File: src/hw/rtl/mvb_pkg.sv
package mvb_pkg;

	localparam int unsigned COORD_W  = 32;
	localparam int unsigned WEIGHT_W = 18;
	localparam int unsigned SPEED_W  = 17;
	localparam int unsigned CFG_W    = 18;
	localparam int unsigned NUM_COORD = 5;

	// weight of one whole pose, q2.16
	localparam logic signed [WEIGHT_W-1:0] W_ONE  = 18'sd65536;
	localparam logic signed [WEIGHT_W-1:0] W_ZERO = 18'sd0;

	typedef enum logic [1:0] {
		REG_BLEND_SPEED  = 2'd0,
		REG_PING_PONG    = 2'd1,
		REG_BLEND_ENABLE = 2'd2,
		REG_START_WEIGHT = 2'd3
	} reg_idx_t;

	typedef struct packed {
		logic             we;
		reg_idx_t         index;
		logic [CFG_W-1:0] data;
	} cfg_wr_t;

	typedef struct packed {
		logic load_s2;
		logic load_s3;
	} lane_ctrl_t;

endpackage

File: src/hw/rtl/mvb_lane.sv
module mvb_lane (
	input  logic                  clk,
	input  mvb_pkg::lane_ctrl_t   ctrl,
	input  logic signed [31:0]    a,
	input  logic signed [31:0]    b,
	input  logic signed [17:0]    weight,
	input  logic                  bypass,
	output logic [31:0]           result
);

	logic signed [32:0] diff;
	logic signed [50:0] prod_s2;
	logic signed [31:0] b_s2;
	logic               bypass_s2;
	logic signed [51:0] t_sum;
	logic signed [35:0] q_val;
	logic [31:0]        sat;
	logic [31:0]        res_s3;

	// a*w + b*(1-w) == (a-b)*w + b*1
	assign diff = {a[31], a} - {b[31], b};

	always_ff @(posedge clk) begin
		if (ctrl.load_s2) begin
			prod_s2   <= diff * weight;
			b_s2      <= b;
			bypass_s2 <= bypass;
		end
	end

	// b shifted up by 16 with the rounding half in the low bits
	assign t_sum = {prod_s2[50], prod_s2}
		+ $signed({{4{b_s2[31]}}, b_s2, 16'h8000});
	assign q_val = t_sum[51:16];

	always_comb begin
		if ((q_val[35:31] == 5'b00000) || (q_val[35:31] == 5'b11111)) begin
			sat = q_val[31:0];
		end else if (q_val[35]) begin
			sat = {1'b1, 31'd0};
		end else begin
			sat = {1'b0, {31{1'b1}}};
		end
	end

	always_ff @(posedge clk) begin
		if (ctrl.load_s3) begin
			res_s3 <= bypass_s2 ? b_s2 : sat;
		end
	end

	assign result = res_s3;

endmodule

File: config.mk
export PLATFORM = sky130hd
export DESIGN_NAME = mvb_lane
export DESIGN_NICKNAME = d
export VERILOG_FILES = /design/src/hw/rtl/mvb_pkg.sv /design/src/hw/rtl/mvb_lane.sv
export SDC_FILE = /design/constraint.sdc
export NUM_CORES = 2
export LEC_CHECK = 0
export BUFFER_PORTS_ARGS = -buffer_cell sky130_fd_sc_hd__buf_2
export CAP_MARGIN = 20
export CORE_UTILIZATION = 64
export DETAILED_ROUTE_END_ITERATION = 10
export PLACE_DENSITY_LB_ADDON = 0.1
export SLEW_MARGIN = 20
export SYNTH_ARGS = -nofsm -noshare
export SYNTH_HDL_FRONTEND = slang
export SYNTH_SLANG_ARGS = --single-unit
File: constraint.sdc
create_clock -name clk -period 30.9 [get_ports clk]
set_input_delay 6.18 -clock clk [delete_from_list [all_inputs] [get_ports clk]]
set_output_delay 6.18 -clock clk [all_outputs]
set_load 0.02 [all_outputs]
==> summary.md <==
| Metric | Value |
|---|---|
| Unique masters post-synth | `91` |
| Row Count | `78` |
| Post-CTS Repair Setup Buffers | `0` |
| Synth Cell Area | `29600 um^2` |
| Final setup margin | `15.81 ns` |
| Max stage delay on crit path | `0.68 ns` |
| Mux share of post-synthesis cell area | `2.38%` |
| Gr ovfl total | `0` |
| Final Routed Wirelength | `85000 um` |
| DIE AREA | `47000 um^2` |
| Via density | `6.01` |
| Largest net degree at the start of global routing | `70` |
| Most frequent CP cell | `fa_1` |
| Post-DP HPWL | `65300 um` |
| RSZ-0062 raised after global routing | `no` |
| Leading area contributor after synthesis | `fa_1` |
| Via count | `23400` |
| CP Capture Type | `flop` |
| Die W | `217 um` |
| ANT nets after route | `0` |
| Die H | `217 um` |
| Vias in the first global route | `24400` |
| GRT Max-Usage Layer | `met2` |
| Worst-skew pair later-pin latency | `0.38 ns` |
| Post-route cell area | `30900 um^2` |
| Final setup TNS | `0 ns` |
| Worst-margin pin slew | `1.04 ns` |
| Synth top area cells | `fa_1 39%, edfxtp_1 10%, inv_1 8.2%` |
| # DRC | `0` |
| CTS sink count | `101` |
| Nets@finish | `4125` |
| H-Tree Depth | `3` |
| Placed cell area | `30600 um^2` |
| Clk root buf | `clkbuf_16` |
| Post-synthesis xor/xnor area fraction | `2.70%` |
| Compound-Gate Fraction of Synth Area | `10.1%` |
| Port Buf Inserts | `117` |
| Post-synthesis register bit count | `101` |
| Post-synthesis cell count | `3278` |
| Status | `finished clean` |
| Slew margin rel. | `30.9%` |
| Syn nets | `4119` |
| Initial Util | `65.0%` |
| Initial antenna violation count | `0` |
| Synth Area in Adders | `46.5%` |
| Final hold violation count | `0` |
| Crit path buf inv count | `5` |
| Crit path kind | `in2reg` |
| GP Congestion | `0.930` |
| Yosys top cell area share | `38.7%` |
| Share of layout cells above drive strength 1 | `8.12%` |
| First-pass DRT Iterations | `5` |
| GRT Resource Usage Total | `37.6%` |
| Simple-gate portion of the synthesized area | `17.3%` |
| Max cap viols | `0` |
| Slowest cell on crit path | `or3_1` |
| Highest achievable clock rate | `66.3 MHz` |
| Post-cts gate resize count | `0` |
| Post-synthesis async set-or-reset flop share | `0%` |
| Core footprint | `45500 um^2` |
| Critical Path RT | `31.02 ns` |
| Post-layout util | `68.0%` |
| Worst slack, placed | `15.46 ns` |
| Max Clock Skew | `0.0107 ns` |
| Slew Limit Fails | `0` |
| Count of flip-flops with a built-in enable after synthesis | `101` |
| Top_reg_cell synth | `edfxtp_1` |
| Path category of the worst min-delay check | `reg2reg` |
| Final setup viols | `0` |
| CTS buffer count | `9` |
| Antenna Cells | `0` |
| Crit start category | `primary input` |
| Detailed Route Iter0 Violations | `2156` |
| CP Max Fanout | `18` |
| Yosys warnings | `0` |
| Bufs on Longest Clock Path | `2` |
| Top-Level Pins | `118` |
| Met1 usage | `52.8%` |
| Reg clk slew, reported paths | `0.08 ns` |
| Layout Area Growth over Synthesis | `4.59%` |
| Seq/Total Area, Yosys | `10.3%` |
| Met2 Track Usage GR | `58.9%` |
| CP Data Arrival Time | `15.22 ns` |
| First-pass GRT wire length | `135000 um` |
| Fin crit period | `15.09 ns` |
| GR met3 Demand/Resource | `8.79%` |
| DR WL/cell | `21.9 um` |
| Largest family of logic cells by synthesized area | `adder cells` |
| Syn Area/Cell | `9.02 um^2` |
| Period utilization | `48.8%` |
| Top delay family on crit path | `adder cells` |
| CTS tree | `yes` |
| Hold buffers post-CTS | `0` |
==> state kept, by name (all words and copies together) (netlist names) <==
register and flops:
prod_s2 36, b_s2 32, bypass_s2 1, result 32
==> kinds of logic (layout without fill, tap and decap cells) <==
family / after synthesis / after routing
AND/OR/NAND/NOR: 1013 / 1013
flip-flops: 101 / 101
buffers and inverters: 829 / 840
XOR/XNOR: 89 / 89
multiplexers: 67 / 67
AO/OA/AOI/OAI: 424 / 424
adder cells (fa/ha/maj): 755 / 755
==> layout make-up <==
| cell class | instances | area, um^2 |
|---|---|---|
| timing repair buffer | 175 | 1020 |
| clock inverter | 7 | 81.3 |
| inverter | 649 | 2440 |
| clock buffer | 9 | 225 |
| sequential | 101 | 3030 |
| multi-input combinational | 2348 | 23400 |
| fill | 3746 | 14600 |
| tap | 600 | 751 |
==> routing by layer <==
metal / vias up / wire (um)
li1: 10300 / -
met1: 11500 / 34500
met2: 1356 / 38100
met3: 189 / 10100
met4: 0 / 2310
met5: - / 0
==> synth_stat cells, types with 6 or more instances <==
cell       count
and3b_1       13
and3_1        66
a21boi_0       6
a21o_1        63
mux2i_1       42
xor2_1        29
a211oi_1       9
nand3b_1      12
fa_1         571
nand2b_1      78
a311oi_1       8
nor3_1        33
clkbuf_1     148
ha_1         184
xnor2_1       59
nand3_1       68
o31ai_1       19
o21ai_1        7
o21ai_0       66
or3_1         13
a31oi_1       10
o21a_1        29
o211ai_1       9
nor2b_1       44
edfxtp_1     101
buf_2         18
or2_2          6
o221ai_1       9
and2_1       138
nor4_1         9
nand4_1       18
mux2_2        24
o21bai_1       7
nand2_1      411
inv_1        647
a21oi_1      107
o2111ai_1     16
nor2_1        80
buf_4          7
==> placed cells by master, fill, tap and decap left out, types with 10 or more instances in the layout <==
cell type,count
xor2_1,29
nand2b_1,78
buf_2,117
nor3_1,33
o21a_1,29
nand2_1,411
ha_1,184
mux2_2,24
o2111ai_1,16
a21oi_1,107
o21ai_0,66
o31ai_1,19
fa_1,571
a31oi_1,10
nand4_1,18
and2_1,138
a21o_1,63
or3_1,13
and3_1,66
edfxtp_1,101
nand3_1,68
nand3b_1,12
mux2i_1,42
buf_4,58
and3b_1,13
nor2_1,79
inv_1,647
nor2b_1,43
xnor2_1,59
==> stage by stage <==
step / hold slack, ns / cells
after global routing: 0.632 / 3889
after floorplan: 0.519 / 3278
after CTS: 0.593 / 3889
final: 0.595 / 3889
after global placement: 0.583 / 3873
after detailed placement: 0.553 / 3873
==> path summary, 6_finish.rpt <==
kind,start,to,slack [ns],cells past startpoint
max reg2reg,prod_s2[15],result[24],27.04,11
max,a[0],prod_s2[44],15.81,32
min reg2reg,b_s2[3],result[3],0.59,2
min,b_s2[3],result[3],0.59,2
==> worst register-to-register path: cells and delay by family (launching register included) <==
kind / cells / cell delay [ns]
flops: 1 / 0.39
buf+inv: 1 / 0.08
simple gates: 1 / 0.25
fa+ha+maj: 1 / 0.43
xor+xnor: 1 / 0.37
compound gates: 7 / 2.12
Power is left out: the tool's default activity adds up to more than one toggle a clock period on the data nets, which glitch-free logic cannot reach.
