File: src/hw/rtl/mvb_pkg.sv
package mvb_pkg;

	localparam int unsigned COORD_W  = 32;
	localparam int unsigned WEIGHT_W = 18;
	localparam int unsigned SPEED_W  = 17;
	localparam int unsigned CFG_W    = 18;
	localparam int unsigned NUM_COORD = 5;

	// weight of one whole pose, q2.16
	localparam logic signed [WEIGHT_W-1:0] W_ONE  = 18'sd65536;
	localparam logic signed [WEIGHT_W-1:0] W_ZERO = 18'sd0;

	typedef enum logic [1:0] {
		REG_BLEND_SPEED  = 2'd0,
		REG_PING_PONG    = 2'd1,
		REG_BLEND_ENABLE = 2'd2,
		REG_START_WEIGHT = 2'd3
	} reg_idx_t;

	typedef struct packed {
		logic             we;
		reg_idx_t         index;
		logic [CFG_W-1:0] data;
	} cfg_wr_t;

	typedef struct packed {
		logic load_s2;
		logic load_s3;
	} lane_ctrl_t;

endpackage

File: src/hw/rtl/mvb_weight.sv
module mvb_weight (
	input  logic                 clk,
	input  logic                 arst_n,
	input  mvb_pkg::cfg_wr_t     cfg,
	input  logic                 advance,
	output logic signed [17:0]   weight_use,
	output logic                 bypass
);

	logic [16:0]          speed_q;
	logic                 ping_pong_q;
	logic                 enable_q;
	logic signed [17:0]   weight_q;
	logic                 going_down_q;

	logic                 step;
	logic signed [17:0]   w_base;
	logic                 dir_down;
	logic signed [19:0]   w_ext;
	logic signed [19:0]   s_ext;
	logic signed [19:0]   w_sum;
	logic signed [17:0]   w_next;

	assign step = advance && enable_q;

	always_comb begin
		w_base   = weight_q;
		dir_down = going_down_q;
		if (ping_pong_q) begin
			if (weight_q >= mvb_pkg::W_ONE) begin
				dir_down = 1'b1;
			end else if (weight_q <= mvb_pkg::W_ZERO) begin
				dir_down = 1'b0;
			end
		end else if (weight_q >= mvb_pkg::W_ONE) begin
			w_base = mvb_pkg::W_ZERO;
		end
		w_ext = {{2{w_base[17]}}, w_base};
		s_ext = $signed({3'b000, speed_q});
		w_sum = dir_down ? (w_ext - s_ext) : (w_ext + s_ext);
		// clamp to the q2.16 range
		if ((w_sum[19:17] == 3'b000) || (w_sum[19:17] == 3'b111)) begin
			w_next = w_sum[17:0];
		end else if (w_sum[19]) begin
			w_next = {1'b1, 17'd0};
		end else begin
			w_next = {1'b0, {17{1'b1}}};
		end
	end

	assign weight_use = step ? w_next : weight_q;
	assign bypass     = !enable_q;

	always_ff @(posedge clk or negedge arst_n) begin
		if (!arst_n) begin
			speed_q      <= '0;
			ping_pong_q  <= 1'b0;
			enable_q     <= 1'b0;
			weight_q     <= '0;
			going_down_q <= 1'b0;
		end else if (cfg.we) begin
			unique case (cfg.index)
				mvb_pkg::REG_BLEND_SPEED:  speed_q     <= cfg.data[16:0];
				mvb_pkg::REG_PING_PONG:    ping_pong_q <= cfg.data[0];
				mvb_pkg::REG_BLEND_ENABLE: enable_q    <= cfg.data[0];
				mvb_pkg::REG_START_WEIGHT: weight_q    <= $signed(cfg.data);
				default: ;
			endcase
		end else if (step) begin
			weight_q     <= w_next;
			going_down_q <= dir_down;
		end
	end

`ifndef ASSERT_OFF
	assert property (@(posedge clk) disable iff (!arst_n)
		!step && !cfg.we |=> $stable(weight_q))
		else $error("weight moved without a frame start");
	assert property (@(posedge clk) disable iff (!arst_n)
		!step |=> $stable(going_down_q))
		else $error("direction moved without a frame start");
	assert property (@(posedge clk) disable iff (!arst_n)
		step && !cfg.we && ping_pong_q && (weight_q >= mvb_pkg::W_ONE) |=> going_down_q)
		else $error("ping-pong did not turn at the top");
`endif

endmodule

File: config.mk
export PLATFORM = sky130hd
export DESIGN_NAME = mvb_weight
export DESIGN_NICKNAME = d
export VERILOG_FILES = /design/src/hw/rtl/mvb_pkg.sv /design/src/hw/rtl/mvb_weight.sv
export SDC_FILE = /design/constraint.sdc
export NUM_CORES = 1
export LEC_CHECK = 0
export BUFFER_PORTS_ARGS = -buffer_cell sky130_fd_sc_hd__buf_2
export CAP_MARGIN = 10
export CORE_AREA = 2 2 84 86
export DETAILED_ROUTE_END_ITERATION = 10
export DIE_AREA = 0 0 86 88
export PLACE_DENSITY_LB_ADDON = 0.12
export SYNTH_ARGS = -nofsm -noshare
export SYNTH_HDL_FRONTEND = slang
export SYNTH_SLANG_ARGS = --single-unit
File: constraint.sdc
create_clock -name clk -period 11.26 [get_ports clk]
set_input_delay 0.563 -clock clk [delete_from_list [all_inputs] [get_ports clk]]
set_output_delay 0.563 -clock clk [all_outputs]
set_load 0.02 [all_outputs]
==> results by group <==
Setup path
  – Reg2Reg Setup Slack: 6.35 ns
  – Crit-path max FO: 26
  – Worst path max stage delay: 0.64 ns
  – Reg2reg end: weight_q[5]$_DFFE_PN0P_
  – Worst path bufs/invs: 1
  – R2r startpoint: speed_q[2]$_DFFE_PN0P_
  – Worst setup path start: speed_q[2]$_DFFE_PN0P_
  – Crit path max-delay family: compound AO/OA/AOI/OAI gates
  – Arrival time worst endpoint: 5.34 ns
  – R2R cell count: 12
  – WP data required: 10.70 ns
  – Worst setup EP type: primary output
  – Worst setup SP type: register
  – Critical Path, Cell by Cell: or4_1, or4_1, o41ai_1, xor2_1, ha_1, a21oi_1, o21ai_0, a221o_1, a221o_1, xor2_4, o21ai_2, o22a_1, buf_2
  – Crit path to: weight_use[9]
  – WP depth: 13
  – Crit Path Category: reg2out
  – Critical-path top delay cell: or4_1

Die
  – Core Box Area: 6640 µm²
  – Die extent in x: 86 µm
  – DIE AREA: 7570 µm²
  – Starting density of the core: 48.6%
  – Placement Rows: 30
  – I/O pin count: 43
  – Chip height: 88 µm

STA
  – Minimum clock period: 5.90 ns
  – RSZ-0062 raised after global routing: no
  – Worst-margin pin slew: 1.13 ns
  – Final setup fails: 0
  – Fin. Hold Viols: 0
  – Rel. slew slack: 24.8%
  – FMAX: 169 MHz
  – Final TNS setup: 0 ns
  – Fin Clk Skew: 0.00494 ns
  – Tcrit/Tclk final: 52.4%
  – Slew Limit Fails: 0

GRT
  – Met3 usage: 2.83%
  – Initial antenna violation count: 0
  – Total gr overflow: 0
  – Global route hottest layer: met1
  – M2 GR Usage: 38.5%
  – GRT Util Overall: 25.6%
  – Largest net degree at the start of global routing: 39
  – M1 GR Usage: 38.7%
  – First-pass GRT wire length: 15000 µm
  – Vias in the first global route: 2761

Drt
  – Final wirelength: 9150 µm
  – Via count: 2963
  – Number of DRC violations after detailed-routing iteration 0: 260
  – Mean routed wirelength per cell: 19.4 µm
  – DR DRC count: 0
  – DRT antenna net count: 0
  – TritonRoute pass-1 iters: 5
  – Vias per cell: 6.26

Clock network
  – Post-CTS setup buffer count: 0
  – CTS tree: yes
  – H-Tree Depth: 2
  – CTS Sinks: 38
  – Clk slew on worst S/H paths: 0.09 ns
  – Clk_lat worst skew: 0.30 ns
  – Hold bufs inserted after CTS: 0
  – Root Buffer: clkbuf_8
  – Total CTS buffers: 5
  – PostCTS Resize Cnt: 0
  – Clock buffer depth: 2

Final layout
  – P&R area growth vs syn: 12.6%
  – Ratio of cells with drive above 1 in the final layout: 20.4%
  – Commonest non-fill, non-tap cell in the layout: buf_2
  – Most frequent cells in the layout: buf_2, dfrtp_1, a21oi_1
  – Nets@finish: 436
  – Ant diodes: 0

Synthesis
  – Compound-Gate Fraction of Synth Area: 27.6%
  – Post-synthesis simple-gate area fraction: 14.2%
  – Asr flop ratio synth: 100%
  – Post-synthesis instance total: 358
  – Mapped Area: 3230 µm²
  – Mux contribution to synthesized area: 5.92%
  – Yosys warns: 0
  – Post-Synth XOR/XNOR Area: 9.49%
  – Main synth FF type: dfrtp_1
  – Synth Area in Adders: 9.83%
  – Main combinational cell family by area after synthesis: compound AO/OA/AOI/OAI gates
  – Syn nets: 402
  – Seq cells post-synth: 38
  – Sequential-to-total area share from yosys stat: 29.4%
  – Post-synth cell types: 51
  – Mean Syn Cell Area: 9.03 µm²
  – EDFF count, synth: 0

Placed design
  – GPL Wtd Cong: 0.881
  – Post-DP HPWL: 6700 µm
  – Buffers on Ports: 42

Worst hold path
  – Min-delay worst type: in2async

Status
  – Status: finished clean

Flow run
  – Max cap viols: 0
synthesized netlist by cell type (2+ instances only):
cell type,number,share of area (%)
dfrtp_1,38,29
a21oi_1,27,4.2
nand2_1,25,2.9
xor2_1,22,6.0
o21ai_0,20,3.1
ha_1,19,7.4
mux2_2,17,5.9
nor2b_1,17,3.3
o22a_1,17,4.6
o21ai_1,14,2.2
clkbuf_1,11,1.3
nor2_1,11,1.3
xnor2_1,8,2.2
a22oi_1,7,1.6
inv_1,7,0.81
nand2b_1,7,1.4
o21a_1,7,1.6
a31oi_1,6,1.2
maj3_1,6,1.9
a2bb2oi_1,5,1.4
and3_1,5,0.97
o31ai_1,5,1.2
a211oi_1,4,0.93
and2_1,4,0.77
o22ai_1,4,0.77
a21o_1,3,0.70
buf_1,3,0.35
nor4_1,3,0.58
o21ai_2,3,0.81
or4_1,3,0.70
a21boi_0,2,0.46
a221o_1,2,0.62
buf_2,2,0.31
buf_6,2,0.70
nand4_1,2,0.39
nor3b_1,2,0.46
o2111ai_1,2,0.54
o41ai_1,2,0.54
or4_4,2,0.70
kinds of logic after synthesis:
family	after synthesis
xor gates and xnor gates	32
adders and majority gates	26
DFF	38
AOI/OAI and AO/OA	135
buffers and inverters	25
muxes	17
and+or+nand+nor	85
stage by stage:
stage               setup WS, ns  hold WS, ns  instances  area, µm²  util, %
finish                      5.36        0.396        473       3640     54.8
global route                5.04        0.468        473       3640     54.8
global placement            5.86        0.489        465       3500     52.6
CTS                         5.42        0.428        473       3640     54.8
floorplan                   6.37        0.267        358       3230        -
detailed placement          5.76        0.486        465       3500     52.6
sequential cells by signal, indices dropped and copies added, names as in the netlist:
name          cells
weight_q         18
speed_q          17
enable_q          1
going_down_q      1
ping_pong_q       1
cell type report:
| class | count | area, µm² |
|---|---|---|
| well taps | 80 | 100 |
| fillers | 621 | 3000 |
| multi-input cells | 295 | 2190 |
| clock buffers | 6 | 82.6 |
| inverters | 7 | 26.3 |
| repair buffers | 45 | 233 |
| flip-flops and latches | 38 | 951 |
| clock inverters | 2 | 60.1 |
metal layers:
metal | share of wire [%] | routed length (µm)
met1 | 48 | 4380
met2 | 44 | 4040
met3 | 5.9 | 536
met4 | 2.3 | 206
met5 | 0 | 0
how the worst min path moves through the flow:
stage	start	endpoint	slack [ns]	cells past startpoint
after detailed placement	going_down_q$_DFFE_PN0P_	going_down_q$_DFFE_PN0P_	0.49	2
after CTS	arst_n	speed_q[1]$_DFFE_PN0P_	0.43	1
final	arst_n	speed_q[0]$_DFFE_PN0P_	0.40	1
after global routing	arst_n	speed_q[1]$_DFFE_PN0P_	0.47	1
after global placement	going_down_q$_DFFE_PN0P_	going_down_q$_DFFE_PN0P_	0.49	2
after floorplan	arst_n	enable_q$_DFFE_PN0P_	0.27	0
Power is left out: the tool's default activity adds up to more than one toggle a clock period on the data nets, which glitch-free logic cannot reach.
